==> src/hdl/hbp_pkg.sv <==
// Types and constants shared by the Huffman bit packer modules.
package hbp_pkg;

	localparam int BYTE_BITS     = 8;
	localparam int WORD_BITS     = 16;
	localparam int LEN_BITS      = 5;
	localparam int SYM_BITS      = 8;
	localparam int CMD_BITS      = 2;
	localparam int PEND_BITS     = 7;
	localparam int PCNT_BITS     = 3;
	localparam int PAD_BITS      = 4;
	localparam int ACC_BITS      = PEND_BITS + WORD_BITS;
	localparam int FIFO_DEPTH    = 4;
	localparam int FIFO_PTR_BITS = 2;
	localparam int FIFO_CNT_BITS = 3;

	typedef enum logic [CMD_BITS-1:0] {
		CMD_LOAD   = 2'd0,
		CMD_ENCODE = 2'd1,
		CMD_FLUSH  = 2'd2
	} cmd_t;

	typedef struct packed {
		logic [CMD_BITS-1:0]  command;
		logic [SYM_BITS-1:0]  symbol;
		logic [WORD_BITS-1:0] code_word;
		logic [LEN_BITS-1:0]  code_length;
	} in_word_t;

	typedef struct packed {
		logic [BYTE_BITS-1:0] out_byte;
		logic [PAD_BITS-1:0]  pad_bits;
		logic                 is_last;
	} out_word_t;

	// Control of the item held in the packing stage.
	typedef struct packed {
		logic                valid;
		logic [CMD_BITS-1:0] cmd;
		logic                sym_ok;
	} pack_ctl_t;

	// Up to two result words produced by one item.
	typedef struct packed {
		logic [1:0] n;
		out_word_t  w0;
		out_word_t  w1;
	} pack_res_t;

endpackage

==> src/hdl/hbp_packer.sv <==
// Bit accumulator: merges one code into the pending bits and cuts out full bytes, or flushes them as a padded byte.
module hbp_packer
	import hbp_pkg::*;
(
	input  logic                 clk,
	input  logic                 arst_n,
	input  pack_ctl_t            ctl,
	input  logic                 adv,
	input  logic [WORD_BITS-1:0] code,
	input  logic [LEN_BITS-1:0]  len,
	output pack_res_t            res
);

	logic [PEND_BITS-1:0]             pend_q;
	logic [PCNT_BITS-1:0]             pcnt_q;
	logic [PEND_BITS-1:0]             pend_d;
	logic [PCNT_BITS-1:0]             pcnt_d;
	logic [ACC_BITS-1:0]              acc;
	logic [LEN_BITS-1:0]              cnt;
	logic [LEN_BITS-1:0]              rem;
	logic [ACC_BITS-1:0]              t0;
	logic [ACC_BITS-1:0]              t1;
	logic [PEND_BITS+BYTE_BITS-1:0]   fl;
	logic                             upd;

	always_comb begin
		res    = '0;
		pend_d = pend_q;
		pcnt_d = pcnt_q;
		upd    = 1'b0;
		acc    = (ACC_BITS'(pend_q) << len) | ACC_BITS'(code);
		cnt    = LEN_BITS'(pcnt_q) + len;
		t0     = acc >> (cnt - LEN_BITS'(BYTE_BITS));
		t1     = acc >> (cnt - LEN_BITS'(2 * BYTE_BITS));
		fl     = {pend_q, {BYTE_BITS{1'b0}}} >> pcnt_q;
		rem    = cnt;
		if (ctl.valid) begin
			unique case (ctl.cmd)
				CMD_ENCODE: begin
					if (ctl.sym_ok && len != '0) begin
						upd = 1'b1;
						if (cnt >= LEN_BITS'(2 * BYTE_BITS)) begin
							res.n  = 2'd2;
							res.w0 = '{out_byte: t0[BYTE_BITS-1:0], pad_bits: '0,
								is_last: 1'b0};
							res.w1 = '{out_byte: t1[BYTE_BITS-1:0], pad_bits: '0,
								is_last: 1'b1};
							rem    = cnt - LEN_BITS'(2 * BYTE_BITS);
						end else if (cnt >= LEN_BITS'(BYTE_BITS)) begin
							res.n  = 2'd1;
							res.w0 = '{out_byte: t0[BYTE_BITS-1:0], pad_bits: '0,
								is_last: 1'b1};
							rem    = cnt - LEN_BITS'(BYTE_BITS);
						end
						pcnt_d = rem[PCNT_BITS-1:0];
						pend_d = acc[PEND_BITS-1:0] & ~({PEND_BITS{1'b1}} << pcnt_d);
					end
				end
				CMD_FLUSH: begin
					upd    = 1'b1;
					res.n  = 2'd1;
					res.w0 = '{out_byte: fl[BYTE_BITS-1:0],
						pad_bits: PAD_BITS'(BYTE_BITS) - PAD_BITS'(pcnt_q), is_last: 1'b1};
					pend_d = '0;
					pcnt_d = '0;
				end
				default: begin
				end
			endcase
		end
	end

	always_ff @(posedge clk or negedge arst_n) begin
		if (!arst_n) begin
			pend_q <= '0;
			pcnt_q <= '0;
		end else if (adv && upd) begin
			pend_q <= pend_d;
			pcnt_q <= pcnt_d;
		end
	end

endmodule

==> config.mk <==
export PLATFORM = sky130hd
export DESIGN_NAME = hbp_packer
export DESIGN_NICKNAME = d
export VERILOG_FILES = /design/src/hdl/hbp_pkg.sv /design/src/hdl/hbp_packer.sv
export SDC_FILE = /design/constraint.sdc
export NUM_CORES = 1
export LEC_CHECK = 0
export BUFFER_PORTS_ARGS = -buffer_cell sky130_fd_sc_hd__buf_2
export CAP_MARGIN = 20
export CELL_PAD_IN_SITES_DETAIL_PLACEMENT = 0
export CELL_PAD_IN_SITES_GLOBAL_PLACEMENT = 1
export CORE_MARGIN = 1.5
export CORE_UTILIZATION = 35
export DETAILED_ROUTE_END_ITERATION = 8
export PLACE_DENSITY = 0.73
export SLEW_MARGIN = 15
export SYNTH_ARGS = -nofsm -noshare
export SYNTH_HDL_FRONTEND = slang
export SYNTH_SLANG_ARGS = --single-unit
==> constraint.sdc <==
create_clock -name clk -period 4.7 [get_ports clk]
set_input_delay 0.235 -clock clk [delete_from_list [all_inputs] [get_ports clk]]
set_output_delay 0.235 -clock clk [all_outputs]
set_load 0.005 [all_outputs]
# After elaboration in Yosys (flattened, before gate mapping)
# Cells that the tools add are included.
classes:
  add_sub_neg: 4
  order_cmp: 2
  eq_ne: 3
  shift: 5
  muxes: 19
  bitwise: 3
  reduce_logical: 5
ops:
  columns: ["operator", "n"]
  rows:
  - ["2-to-1 mux 28 bit", 2]
  - [">> shifter 23 x 5 -> 8 bit", 2]
  - ["case mux 15 bit (2 select lines)", 1]
  - ["2-to-1 mux 13 bit", 2]
  - ["bitwise OR 23 x 16 -> 23 bit", 1]
  - ["left shift 7 x 5 -> 23 bit", 1]
  - ["2-to-1 mux 3 bit", 6]
  - ["2-to-1 mux 15 bit", 1]
  - [">> shifter 15 x 3 -> 8 bit", 1]
  - ["2-to-1 mux 14 bit", 1]
  - ["case mux 7 bit (2 select lines)", 1]
  - ["bitwise AND 7 bit", 1]
  - ["2-to-1 mux 7 bit", 1]
  - ["NOT 7 bit", 1]
  - ["left shift 7 x 3 -> 7 bit, first input constant", 1]
  - ["case mux 3 bit (2 select lines)", 1]
  - ["adder 3 x 5 -> 5 bit", 1]
  - ["greater-or-equal comparator 5 x 4 -> 1 bit, second input constant", 1]
  - ["greater-or-equal comparator 5 bit, second input constant", 1]
  - ["nonzero test 5 bit", 1]
  - ["subtractor 5 x 4 -> 5 bit, second input constant", 1]
  - ["subtractor 5 bit, second input constant", 1]
  - ["AND reduction 4 bit", 1]
  - ["subtractor 4 x 3 -> 4 bit, first input constant", 1]
  - ["other kinds (7)", 9]
word_totals:
  regBits: 10
  input_bits: 28
  out_inout_bits: 28
  elab_cells: 43

# Longest topological paths before layout
depth:
  ltp_word: 12
  mapped_depth: 14
  mapped_depth_nobuf: 13

# Worst setup path before layout
# Ideal clock, no wire load.
synth_path:
  path_type: "flip-flop to output port"
  from: "register pcnt_q[1]"
  to: "output port res[25] in the netlist's numbering"
  arrival_time_ps: 3101
  t_required_ps: 4465
  path_slack_ps: 1364
  path_stages_with_launch: 14
  n_path_buf: 1
  cell_sequence: "dfrtp_1 > ha_1 > a21o_1 > a21oi_1 > xnor2_1 > inv_1 > clkbuf_8 > ha_1 > or3_1 > o221ai_1 > o311ai_2 > nand3_2 > nor2_1 > a311o_1"
synth_lines:
  columns: ["element", "line", "source"]
  rows:
  - ["start: declaration", "hbp_packer.sv:15", "logic [PCNT_BITS-1:0] pcnt_q;"]
  - ["start signal: assignment", "hbp_packer.sv:79", "pcnt_q <= pcnt_d;"]
  - ["end: declaration", "hbp_packer.sv:11", "output pack_res_t res"]

==> metrics.log <==
INFO  metric global_routing_usage_on_met2 = 33.2%
INFO  metric cts-root-to-sink-buffers = 2
INFO  metric drc = 0
INFO  metric clock_insertion_delay_worst_skew = 0.23 ns
INFO  metric crit_start = pcnt_q[2]
INFO  metric synth_edf_count = 0
INFO  metric timing.rr.start = pcnt_q[0]
INFO  metric drive_above_1_share = 22.0%
INFO  metric post-dp-hpwl = 8310 µm
INFO  metric post-route-period-util = 89.2%
INFO  metric chipWidth = 97.1 µm
INFO  metric routed_wl = 10700 µm
INFO  metric syn-mean-instance-area = 7.54 µm²
INFO  metric critical_path.startpoint_type = flip-flop
INFO  metric globalRouteOverflowTotal = 0
INFO  metric ys_warn_count = 0
INFO  metric grt_max_degree = 28
INFO  metric gp_congestion = 0.917
INFO  metric synth-seq-area-share = 8.07%
INFO  metric status = complete, no violations
INFO  metric cts.sinks = 10
INFO  metric cts_tree = yes
INFO  metric final.setup_skew = 0.00345 ns
INFO  metric post_cts.resized_instances = 0
INFO  metric tns = 0 ns
INFO  metric number_of_antenna_violations_at_the_first_check_in_global_routing = 0
INFO  metric area_growth = 7.11%
INFO  metric timing.max_slew.rel_slack = 43.9%
INFO  metric synth.cell_area = 3100 µm²
INFO  metric worst_hold_path_type = in -> reg
INFO  metric finalSetupViolations = 0
INFO  metric p_leak = 0.00136 µW
INFO  metric worstHoldStart = code[0]
INFO  metric worstSetupEndpointType = output pin
INFO  metric max_cap_viol_count = 0
INFO  metric chipHeight = 97.1 µm
INFO  metric power.density_cell_area = 528 nW/µm²
INFO  metric worstSetupPathType = reg -> out
INFO  metric detail_route.first_pass.iterations = 5
INFO  metric wire_per_inst = 19.7 µm
INFO  metric layout.nets = 474
INFO  metric track_usage = 21.9%
INFO  metric placed_cells_incl_taps = 539
INFO  metric postSynth.topFlopCell = sky130_fd_sc_hd__dfrtp_1
INFO  metric timing_worst_slew_pin_value = 0.841 ns
INFO  metric required_worst_endpoint = 4.47 ns
INFO  metric vias_per_cell = 6.39
INFO  metric met1_track_usage_gr = 33.7%
INFO  metric ys_async_sr_fraction = 100%
INFO  metric grt_use_met3 = 2.01%
INFO  metric path_clk_slew = 0.05 ns
INFO  metric ir_drop = 0.000166 V
INFO  metric grt_pass1_wl = 17000 µm
INFO  metric initialDrtViolationCount = 361
INFO  metric instances_no_fill = 544
INFO  metric design.portCount = 56
INFO  metric final_max_slew_viol_count = 0
INFO  metric synth.distinct_cells = 83
INFO  metric area_of_the_die = 9430 µm²
INFO  metric synth.ff_latch_count = 10
INFO  metric tritoncts.num_buffers = 3
INFO  metric floorplan.core_area = 8640 µm²
INFO  metric rsz0062_at_grt = false
INFO  metric io_buffer_count = 51
INFO  metric clock-root-buffer = sky130_fd_sc_hd__clkbuf_8
INFO  metric max_freq = 239 MHz
INFO  metric initial_core_util = 35.9%
INFO  metric hold_violations = 0
INFO  metric globalRoute.busiestLayer = met1
INFO  metric antennaDiodeCount = 0
INFO  metric routed-via-count = 3478
INFO  metric number_of_global_route_vias_before_repair = 3175
INFO  metric number_of_routed_nets_with_antenna_violations = 0
INFO  metric fin_crit = 4.19 ns
INFO  metric path_max_fanout = 11
INFO  metric worst_ep_arrival_time = 3.96 ns
INFO  metric cell_row_count = 34
INFO  metric htreeDepth = 1
INFO  metric synth_instances = 411
INFO  metric final.fill_count = 928
==> routing by layer <==
metal | share of wire, % | vias to the layer above
met4 | 1.9 | 0
met1 | 46 | 1624
li1 | - | 1645
met5 | 0 | -
met2 | 43 | 197
met3 | 8.7 | 12
==> repair_timing <==
item | CTS | global route
buffers inserted | 0 | 0
hold buffers | 1 | 0
endpoints found under the hold margin | 10 | 0
==> path summary, 6_finish.rpt <==
kind	end	slack, ns	depth (start not counted)
worst max register to register	pend_q[4]	2.08	6
worst min register to register	pend_q[5]	0.63	2
min in group asynchronous	pend_q[0]	0.39	2
worst max-delay path	res[25]	0.51	12
worst min-delay path	pend_q[0]	0.31	3
max in group asynchronous	pend_q[1]	4.12	2
==> cell usage after synthesis, types with 6 or more instances <==
cell type                  instances  area [µm²]
sky130_fd_sc_hd__ha_1              8         100
sky130_fd_sc_hd__dfrtp_1          10         250
sky130_fd_sc_hd__o21ai_0          23         115
sky130_fd_sc_hd__a22oi_1           8        60.1
sky130_fd_sc_hd__nand2_1          41         154
sky130_fd_sc_hd__inv_1            17        63.8
sky130_fd_sc_hd__mux2_2            8        90.1
sky130_fd_sc_hd__mux4_2            6         135
sky130_fd_sc_hd__o21ai_1           6        30.0
sky130_fd_sc_hd__nor2_1           38         143
sky130_fd_sc_hd__a32oi_1           7        61.3
sky130_fd_sc_hd__o22ai_1          11        68.8
sky130_fd_sc_hd__a21oi_1          21         105
sky130_fd_sc_hd__clkbuf_1         17        63.8
sky130_fd_sc_hd__nand3_1          17        85.1
sky130_fd_sc_hd__nand2b_1          6        37.5
sky130_fd_sc_hd__clkbuf_8          9         124
sky130_fd_sc_hd__buf_4             6        45.0
sky130_fd_sc_hd__o211ai_1         11        82.6
sky130_fd_sc_hd__mux2i_1          17         170
sky130_fd_sc_hd__o221ai_1         11        96.3
==> registers in the layout, indices dropped and copies added (netlist names) <==
signal,cells
pcnt_q,3
pend_q,7
==> logic make-up after synthesis <==
kind of cell    share of synthesized area, %
mux                                     15.8
xor+xnor                                1.13
simple gates                            24.1
compound gates                          34.9
fa+ha+maj                               3.88
other cells                            0.121
buf+inv                                 11.9
flops                                   8.07
==> layout make-up <==
type                       count  area (µm²)  area share [%]
inverter                      17        63.8            1.92
sequential                    10         250            7.54
tap                          108         135            4.07
clock buffer                   4        55.1            1.66
timing repair buffer          58         310            9.35
multi-input combinational    347        2500            75.5
==> power by group <==
part           switching, µW  internal [µW]
logic                    918            526
registers               86.1            114
clock network           33.1           73.6
total                   1040            714
==> per-stage QoR <==
| stage | setup slack, ns | cell area, µm² | utilization (%) | hold slack, ns | total power (µW) |
|---|---|---|---|---|---|
| after floorplan | 1.36 | 3110 | - | -0.0606 | 1290 |
| after global placement | 0.886 | 3250 | 37.7 | 0.101 | 1600 |
| after detailed placement | 0.780 | 3250 | 37.7 | 0.107 | 1610 |
| after CTS | 0.526 | 3320 | 38.4 | 0.298 | 1720 |
| after global routing | 0.223 | 3320 | 38.4 | 0.347 | 1880 |
| final | 0.508 | 3320 | 38.4 | 0.307 | 1750 |
==> placed cells by master (no fill, tap or decap), types with 5 or more instances in the layout <==
master,Yosys,routed
sky130_fd_sc_hd__a221oi_1,5,5
sky130_fd_sc_hd__o211ai_1,11,11
sky130_fd_sc_hd__o22ai_1,11,11
sky130_fd_sc_hd__inv_1,17,17
sky130_fd_sc_hd__nor2_1,38,38
sky130_fd_sc_hd__mux2i_1,17,17
sky130_fd_sc_hd__a32oi_1,7,7
sky130_fd_sc_hd__a211oi_1,5,5
sky130_fd_sc_hd__nand2b_1,6,6
sky130_fd_sc_hd__mux2_2,8,8
sky130_fd_sc_hd__o221ai_1,11,11
sky130_fd_sc_hd__a21oi_1,21,21
sky130_fd_sc_hd__o21ai_0,23,23
sky130_fd_sc_hd__dfrtp_1,10,10
sky130_fd_sc_hd__nand3_1,17,17
sky130_fd_sc_hd__buf_2,2,51
sky130_fd_sc_hd__buf_4,6,6
sky130_fd_sc_hd__mux4_2,6,6
sky130_fd_sc_hd__nand2_1,41,41
sky130_fd_sc_hd__o21ai_1,6,6
sky130_fd_sc_hd__a22oi_1,8,8
sky130_fd_sc_hd__nor2b_1,5,5
sky130_fd_sc_hd__ha_1,8,8
==> worst max-delay path: stages, from the launching register on <==
cell and delay [ns]:
sky130_fd_sc_hd__dfrtp_1 0.52, sky130_fd_sc_hd__ha_1 0.52, sky130_fd_sc_hd__a21oi_1 0.13, sky130_fd_sc_hd__xnor2_1 0.67, sky130_fd_sc_hd__inv_1 0.15, sky130_fd_sc_hd__ha_1 0.29
sky130_fd_sc_hd__or3_1 0.31, sky130_fd_sc_hd__o221ai_1 0.23, sky130_fd_sc_hd__o311ai_2 0.11, sky130_fd_sc_hd__nand3_2 0.18, sky130_fd_sc_hd__nor2_1 0.13, sky130_fd_sc_hd__a311o_1 0.33
sky130_fd_sc_hd__buf_2 0.13
Note: power is estimated with default switching activity, not from simulation.
