--- src/hdl/hbp_pkg.sv ---
// Types and constants shared by the Huffman bit packer modules.
package hbp_pkg;

	localparam int BYTE_BITS     = 8;
	localparam int WORD_BITS     = 16;
	localparam int LEN_BITS      = 5;
	localparam int SYM_BITS      = 8;
	localparam int CMD_BITS      = 2;
	localparam int PEND_BITS     = 7;
	localparam int PCNT_BITS     = 3;
	localparam int PAD_BITS      = 4;
	localparam int ACC_BITS      = PEND_BITS + WORD_BITS;
	localparam int FIFO_DEPTH    = 4;
	localparam int FIFO_PTR_BITS = 2;
	localparam int FIFO_CNT_BITS = 3;

	typedef enum logic [CMD_BITS-1:0] {
		CMD_LOAD   = 2'd0,
		CMD_ENCODE = 2'd1,
		CMD_FLUSH  = 2'd2
	} cmd_t;

	typedef struct packed {
		logic [CMD_BITS-1:0]  command;
		logic [SYM_BITS-1:0]  symbol;
		logic [WORD_BITS-1:0] code_word;
		logic [LEN_BITS-1:0]  code_length;
	} in_word_t;

	typedef struct packed {
		logic [BYTE_BITS-1:0] out_byte;
		logic [PAD_BITS-1:0]  pad_bits;
		logic                 is_last;
	} out_word_t;

	// Control of the item held in the packing stage.
	typedef struct packed {
		logic                valid;
		logic [CMD_BITS-1:0] cmd;
		logic                sym_ok;
	} pack_ctl_t;

	// Up to two result words produced by one item.
	typedef struct packed {
		logic [1:0] n;
		out_word_t  w0;
		out_word_t  w1;
	} pack_res_t;

endpackage

--- src/hdl/hbp_out_fifo.sv ---
// Four-word result queue that takes up to two words a cycle and gives one while res_stall is low.
module hbp_out_fifo
	import hbp_pkg::*;
(
	input  logic      clk,
	input  logic      arst_n,
	input  pack_res_t push,
	input  logic      res_stall,
	output logic      res_valid,
	output out_word_t res_data,
	output logic      room
);

	out_word_t                mem_q [FIFO_DEPTH];
	logic [FIFO_PTR_BITS-1:0] wr_ptr_q;
	logic [FIFO_PTR_BITS-1:0] rd_ptr_q;
	logic [FIFO_CNT_BITS-1:0] count_q;
	logic                     pop;

	assign res_valid = (count_q != '0);
	assign res_data  = mem_q[rd_ptr_q];
	assign pop       = res_valid && !res_stall;
	// Room for a full two-word item, judged on the registered count.
	assign room      = (count_q <= FIFO_CNT_BITS'(FIFO_DEPTH - 2));

	always_ff @(posedge clk) begin
		if (push.n != 2'd0) begin
			mem_q[wr_ptr_q] <= push.w0;
		end
		if (push.n == 2'd2) begin
			mem_q[wr_ptr_q + FIFO_PTR_BITS'(1)] <= push.w1;
		end
	end

	always_ff @(posedge clk or negedge arst_n) begin
		if (!arst_n) begin
			wr_ptr_q <= '0;
			rd_ptr_q <= '0;
			count_q  <= '0;
		end else begin
			wr_ptr_q <= wr_ptr_q + FIFO_PTR_BITS'(push.n);
			rd_ptr_q <= rd_ptr_q + FIFO_PTR_BITS'(pop);
			count_q  <= count_q + FIFO_CNT_BITS'(push.n) - FIFO_CNT_BITS'(pop);
		end
	end

endmodule

--- config.mk ---
export PLATFORM = sky130hd
export DESIGN_NAME = hbp_out_fifo
export DESIGN_NICKNAME = d
export VERILOG_FILES = /design/src/hdl/hbp_pkg.sv /design/src/hdl/hbp_out_fifo.sv
export SDC_FILE = /design/constraint.sdc
export NUM_CORES = 1
export LEC_CHECK = 0
export BUFFER_PORTS_ARGS = -buffer_cell sky130_fd_sc_hd__buf_4
export CAP_MARGIN = 20
export CORE_ASPECT_RATIO = 2
export CORE_MARGIN = 8
export CORE_UTILIZATION = 40
export CTS_BUF_LIST = sky130_fd_sc_hd__clkbuf_2 sky130_fd_sc_hd__clkbuf_4 sky130_fd_sc_hd__clkbuf_8
export DETAILED_ROUTE_END_ITERATION = 8
export PLACE_DENSITY_LB_ADDON = 0.2
export SETUP_SLACK_MARGIN = 0.4
export SYNTH_ARGS = -nofsm -noshare
export SYNTH_HDL_FRONTEND = slang
export SYNTH_SLANG_ARGS = --single-unit
--- constraint.sdc ---
create_clock -name clk -period 2.2 [get_ports clk]
set_input_delay 0.44 -clock clk [delete_from_list [all_inputs] [get_ports clk]]
set_output_delay 0.44 -clock clk [all_outputs]
set_load 0.03 [all_outputs]
# Yosys cells after proc, flatten, opt, wreduce, memory -nomap -nowiden
# Memories as Yosys holds them, arrays and structs flattened.
# Cells that the tools add are included.
# word_totals
ff_bits	7
output_inout_bits	15
memories	1
elab_cells	19
mem_bits_rw	52
# op_classes
reduce_logical	4
eq_ne	1
n_addsub	5
magnitude_cmp	1
mux	4
# mem_list
memory	depth	word_bits	read_ports	rd_ports_with_merged_regs	write_ports	line_no	text
mem_q	4	13	1	0	2	hbp_out_fifo.sv:14	out_word_t mem_q [FIFO_DEPTH];
# op_table
op	n
1-bit two-way mux	4
3-bit by 2-bit adder with 3-bit output	1
3-bit by 2-bit <= comparator with 1-bit output, second input constant	1
3-bit nonzero test	1
3-bit by 1-bit subtractor with 3-bit output	1
2-bit by 1-bit adder with 2-bit output	1
2-bit by 1-bit adder with 2-bit output, second input constant	1
2-bit adder	1
2-bit == test, second input constant	1
2-bit nonzero test	1
1-bit logical AND	1
1-bit zero test	1

# Depth between registers and ports, before layout
# Gate-level depths: netlist of the first run.
# depth
depth_word	3
mapped_depth	8

# Least setup slack after synthesis of the first run
# OpenSTA, ideal clock, no wires.
# synth_path
kind	register -> register
start	register wr_ptr_q[1]
end	memory mem_q[0][0] (netlist name), enable pin
period_less_slack_ps	2018
required_time_ps	1796
stages_incl_launch_ff	3
slack_ps	182
arrival_ps	1614
n_path_buf	1
path_cell_list	dfrtp_1 > buf_2 > o31ai_1
# synth_lines
item	line_no	text
start: declaration	hbp_out_fifo.sv:15	logic [FIFO_PTR_BITS-1:0] wr_ptr_q;
start signal: assignment	hbp_out_fifo.sv:41	wr_ptr_q <= wr_ptr_q + FIFO_PTR_BITS'(push.n);
end: declaration	hbp_out_fifo.sv:14	

==> out/results.ini, run 1 <==
[status]
status = completed

[hold_path]
min_to = wr_ptr_q[0]$_DFF_PN0_
hold_depth = 2
hold_class = input port to flop
holdCritStartpoint = push[26]

[power_and_ir_drop]
p_leak_nw = 1.48
irDropWorstVdd_mv = 0.704
powerDensity_mw_per_mm2 = 1350
p_total_w = 0.00520

[global_routing]
grt_max_degree = 15
grtUsageTotal = 0.124
grt_pass1_wl_um = 10000
grt_pass1_vias = 1967
gr-total-overflow = 0
grt_antenna_before_repair = 0

[die]
die_x_um = 77.8
core_sq_mm = 0.00749
ioPinCount = 46
die_area_sq_mm = 0.0108
initial_core_util = 0.408
row_count = 45
die_h_um = 140

[synth]
yosys-top-cells-count = edfxtp_1, mux2_2, mux2_4
yosysTopAreaCell = edfxtp_1
synth_fa_ha_area_frac = 0.0189
yosys_register_bits = 59
synth_area_sq_mm = 0.00305
synthTopCellsByArea = edfxtp_1, mux4_2, mux2_4, mux2_2, dfrtp_1
syn_inst = 168
yosysWarnings = 0
async_flop_share = 0.119
yosysSeqAreaShare = 0.569
synth_edf_count = 52
synth.distinct_cells = 28
synth-xor-area-share = 0.0172
synth_compound_area_frac = 0.0111
synth_top_family_by_area = multiplexers
synth-main-ff-cell = edfxtp_1
synth_top_cell_area_share = 0.512
synth-simple-area-share = 0.0328
muxShareOfSynthArea = 0.311
synth_fp_nets = 203
synth.most_common_cell = edfxtp_1
syn_avg_cell_area_sq_um = 18.2

[route]
routed_wl_um = 6390
drt_iter0_markers = 69
postRouteAntennaNets = 0
avgViaCountPerCell = 5.02
num_vias = 1657
drc = 0
routedWlPerCell_um = 19.4
drtPass1Iterations = 4

[timing]
final.setup.tns_ns = 0
hold_viol_final = 0
slew_headroom = 0.742
period_minus_slack_ns = 2.06
drv_slew = 0
rsz0062_at_grt = true
hold_ws_ns = 0.414
fmax_ghz = 0.484
finClkSkew_ns = 0.00584
tightest_slew_ns = 0.387
period_share = 0.938
setup_viol = 0

[cells_and_area]
nFillCells = 624
layout-drive-gt1-share = 0.602
fin_nets = 267
syn2layout_area_growth_pct = 26.7
num_antenna_cells = 0

[clock_tree]
cts_sinks = 59
cts_tree = done
clk_pin_slew_worst_paths_ns = 0.06
cts_buffer_depth = 2
cts-root-buf = clkbuf_8
clkLatencyLatePin_ns = 0.33
numCtsBuffers = 9
htreeDepth = 3

[placement]
dp_hpwl_um = 4410
gp_congestion = 0.695
io_buffers = 45

[worst_setup_path]
crit_path_end_kind = output pin
required_ns = 1.76
r2r-start = wr_ptr_q[1]$_DFF_PN0_
cp.arrival_ns = 1.62
crit_chain = buf_8, mux4_2, buf_6
regToRegSetupSlack_ns = 0.46
slowest_stage = mux4_2
critPathMaxStageDelay_ns = 0.53
reg2reg_depth = 3
rr_endpoint = mem_q[1][0]$_DFFE_PP_
path_class = flop to output pin
worstPathMaxFanout = 5
startpoint_type = flop

[flow_run]
drv_cap = 0

-- final cells by class --
class / instances / area, sq um / share of cell area
Clock inverter: 6 / 81.3 / 0.0210
Tap cell: 94 / 118 / 0.0304
Clock buffer: 9 / 124 / 0.0320
Timing Repair Buffer: 63 / 566 / 0.146
Inverter: 5 / 18.8 / 0.00486
Multi-Input combinational cell: 94 / 1220 / 0.315
Sequential cell: 59 / 1740 / 0.450
-- how the worst max path moves through the flow --
| stage | endpoint | cells after the start | slack, ns | startpoint |
|---|---|---|---|---|
| after floorplan | res_data[10] | 3 | 0.43 | rd_ptr_q[0]$_DFF_PN0_ |
| after global placement | count_q[2]$_DFF_PN0_ | 8 | 0.29 | res_stall |
| after detailed placement | count_q[2]$_DFF_PN0_ | 8 | 0.24 | res_stall |
| after CTS | res_data[12] | 3 | 0.12 | rd_ptr_q[0]$_DFF_PN0_ |
| after global routing | res_data[12] | 3 | 0.08 | rd_ptr_q[0]$_DFF_PN0_ |
| final | res_data[12] | 3 | 0.14 | rd_ptr_q[0]$_DFF_PN0_ |
-- repair_timing --
item | CTS | global route
endpoints found under the setup margin | 14 | 15
gates cloned | 0 | 1
buffers inserted | 0 | 3
hold endpoints to repair | 7 | 0
resized for setup | 4 | 18
pin swaps | 0 | 1
hold buffers | 1 | 0
-- cells in the final DEF (no fill, tap or decap) --
cell and count:
nor2_1 5, mux4_2 13, buf_6 12, inv_1 5
bufinv_16 2, and3b_1 2, nor2b_2 1, buf_12 1
a21oi_1 2, dfrtp_1 5, nor4_4 1, nor3b_1 1
mux2_2 23, xor2_1 2, dlygate4sd3_1 1, nor2b_1 1
buf_4 46, clkinv_1 1, xor2_2 1, mux2_1 10
o31ai_2 1, buf_8 2, edfxtp_1 52, xnor2_1 3
a21o_2 1, mux2_4 19, ha_1 3, clkinvlp_4 1
clkbuf_16 1, nor3_2 2, clkinv_2 2, fa_2 1
dfrtp_2 2, clkbuf_8 9, nand3_2 1, a21o_1 1
-- where the power goes --
part           total [W]  internal, W  switching (W)
logic            0.00228      0.00116        0.00113
clock network    0.00104     0.000623       0.000412
registers        0.00188      0.00165       0.000235
-- per-stage QoR --
step	instance area, sq um	setup slack, ns	util	cells
6_report	3860	0.135	0.516	330
5_1_grt	3860	0.0768	0.516	330
4_1_cts	3750	0.120	0.501	326
3_5_place_dp	3520	0.239	0.470	310
3_3_place_gp	3520	0.290	0.470	310
2_1_floorplan	3060	0.428	-	168
-- registers in the layout (all words and copies together), names as in the netlist --
| register | flops |
|---|---|
| rd_ptr_q | 2 |
| mem_q | 52 |
| count_q | 3 |
| wr_ptr_q | 2 |
-- worst max-delay path: cells and delay by family (launching register included) --
kind	cells	cell delay (ns)
buffers and inverters	2	0.32
multiplexers	1	0.53
flip-flops	1	0.44
-- kinds of logic after synthesis --
logic type,Yosys count
muxes,65
DFF,59
buffers and inverters,15
and+or+nand+nor,14
xor gates and xnor gates,6
AOI/OAI and AO/OA,5
adders and majority gates,4
-- layer usage --
metal / wire length (um) / part of all wire / GRT usage / vias to the layer above
met1: 2410 / 0.38 / 0.124 / 820
met2: 3600 / 0.56 / 0.222 / 41
li1: - / - / - / 788
met5: 0 / 0 / 0 / -
met4: 101 / 0.016 / 0.0571 / 0
met3: 282 / 0.044 / 0.0400 / 8
No activity file was read; power rests on OpenSTA's default activity.
==> inputs of run 2 (changes only) <==
==> constraint.sdc (replaced) <==
create_clock -name clk -period 2.4 [get_ports clk]
set_input_delay 0.48 -clock clk [delete_from_list [all_inputs] [get_ports clk]]
set_output_delay 0.48 -clock clk [all_outputs]
set_load 0.01 [all_outputs]
==> out/results.ini, run 2 (synthesized netlist as in run 1, its figures left out) <==
[route]
drc = 0  ; unchanged
routedWlPerCell_um = 18.8  ; -2.9%
num_vias = 1658  ; +0.060%
routed_wl_um = 6150  ; -3.8%
avgViaCountPerCell = 5.07  ; +0.98%
postRouteAntennaNets = 0  ; unchanged
drt_iter0_markers = 94  ; +36%
drtPass1Iterations = 4  ; unchanged

[worst_setup_path]
crit_path_end_kind = output pin
required_ns = 1.92  ; +0.16 ns
cp.arrival_ns = 1.59  ; -0.03 ns
path_class = flop to output pin
startpoint_type = flop
worstPathMaxFanout = 8  ; +3
reg2reg_depth = 8  ; +5

[timing]
hold_viol_final = 0  ; unchanged
period_minus_slack_ns = 2.07
tightest_slew_ns = 0.498  ; +0.110 ns
finClkSkew_ns = 0.00450  ; -0.00133 ns
drv_slew = 0  ; unchanged
final.setup.tns_ns = 0  ; unchanged
rsz0062_at_grt = true
fmax_ghz = 0.483
slew_headroom = 0.668  ; -0.0740
fin_ws_ns = 0.330  ; +0.195 ns
setup_viol = 0  ; unchanged
period_share = 0.862

[clock_tree]
numCtsBuffers = 9  ; unchanged
cts-root-buf = clkbuf_8
cts_tree = done
htreeDepth = 3  ; unchanged
cts_sinks = 59  ; unchanged
clkLatencyLatePin_ns = 0.33  ; about the same
clk_pin_slew_worst_paths_ns = 0.06  ; about the same
cts_buffer_depth = 2  ; unchanged

[cells_and_area]
num_antenna_cells = 0  ; unchanged
multiInputGateArea_sq_mm = 0.00120  ; -1.2%
layout-drive-gt1-share = 0.575  ; -0.0266
fin_util = 0.500  ; -0.0157
layout_common_cells = edfxtp_1, buf_4, mux2_2
syn2layout_area_growth_pct = 22.8
design_area_sq_mm = 0.00375  ; -3.0%
layout_commonest_cell = edfxtp_1
seqCellArea_sq_mm = 0.00174  ; about the same
largest_register = mem_q
fin_nets = 263  ; -1.5%
nFillCells = 645  ; +3.4%
reg.largest.list = mem_q (52), count_q (3)
largest_reg_flops = 52  ; unchanged

[die]
initial_core_util = 0.408  ; unchanged
die_x_um = 77.8  ; unchanged
row_count = 45  ; unchanged
die_h_um = 140  ; unchanged
ioPinCount = 46  ; unchanged
die_area_sq_mm = 0.0108  ; unchanged
core_sq_mm = 0.00749  ; unchanged

[power_and_ir_drop]
powerDensity_mw_per_mm2 = 1110  ; -17%
irDropWorstVdd_mv = 0.681  ; -3.3%
p_leak_nw = 1.44  ; -2.9%

[hold_path]
hold_class = input port to flop
hold_depth = 2  ; unchanged

[flow_run]
drv_cap = 0  ; unchanged

[global_routing]
grt_pass1_vias = 1932  ; -1.8%
grt_pass1_wl_um = 10100  ; +0.76%
grt_max_degree = 15  ; unchanged
gr-total-overflow = 0  ; unchanged
grtUsageTotal = 0.125  ; +0.000535
grt_antenna_before_repair = 0  ; unchanged

[placement]
preCtsSetupSlack_ns = 0.348  ; +0.110 ns
dp_hpwl_um = 4290  ; -2.7%
placed_area_sq_mm = 0.00350  ; -0.57%
gp_congestion = 0.687  ; -1.1%
io_buffers = 45  ; unchanged

[status]
status = completed

[run 2: routing by layer]
metal | global-route usage | routed length [um] | part of all wire | vias to the layer above
met5 | 0 | 0 | 0 | -
met4 | 0.0631 | 116 | 0.019 | 0
met3 | 0.0445 | 304 | 0.049 | 10
met2 | 0.217 | 3370 | 0.55 | 43
met1 | 0.125 | 2360 | 0.38 | 826
li1 | - | - | - | 779
[run 2: where the power goes]
part           total [W]  internal [W]  leakage, nW  switching [W]
combinational    0.00170      0.000976        0.783       0.000727
clock           0.000759      0.000398       0.0895       0.000361
sequential       0.00171       0.00151        0.567       0.000201
[run 2: final timing paths]
path / start / endpoint / slack [ns]
setup / recovery: rd_ptr_q[0]$_DFF_PN0_ / res_data[4] / 0.33
hold / removal: push[26] / wr_ptr_q[0]$_DFF_PN0_ / 0.45
setup reg to reg: count_q[2]$_DFF_PN0_ / count_q[2]$_DFF_PN0_ / 0.61
hold reg to reg: count_q[2]$_DFF_PN0_ / count_q[2]$_DFF_PN0_ / 0.53
max in group asynchronous: arst_n / rd_ptr_q[1]$_DFF_PN0_ / 1.78
min in group asynchronous: arst_n / count_q[0]$_DFF_PN0_ / 0.49
[run 2: repair_timing]
action                     4_1_cts  5_1_grt
buffers inserted                 1        0
gates resized for setup         17        1
setup endpoints to repair       13       14
hold endpoints to repair         7        0
hold buffers                     1        0
[run 2: per-stage QoR]
step           cells  hold WS, ns  total power, W
5_1_grt          327        0.437         0.00443
2_1_floorplan    168        0.184         0.00266
3_3_place_gp     309        0.298         0.00327
4_1_cts          327        0.425         0.00425
3_5_place_dp     309        0.298         0.00331
6_report         327        0.453         0.00417
[run 2: cell type report]
cell class / count / area share
clock buffers: 12 / 0.0391
clock inverters: 4 / 0.00467
inverters: 5 / 0.00501
multi-input cells: 94 / 0.321
flip-flops and latches: 59 / 0.464
well taps: 94 / 0.0314
repair buffers: 59 / 0.135
[run 2: worst max-delay path, stage by stage, from the launching register on]
cell     delay (ns)
dfrtp_1        0.40
buf_8          0.17
mux4_2         0.54
buf_6          0.14
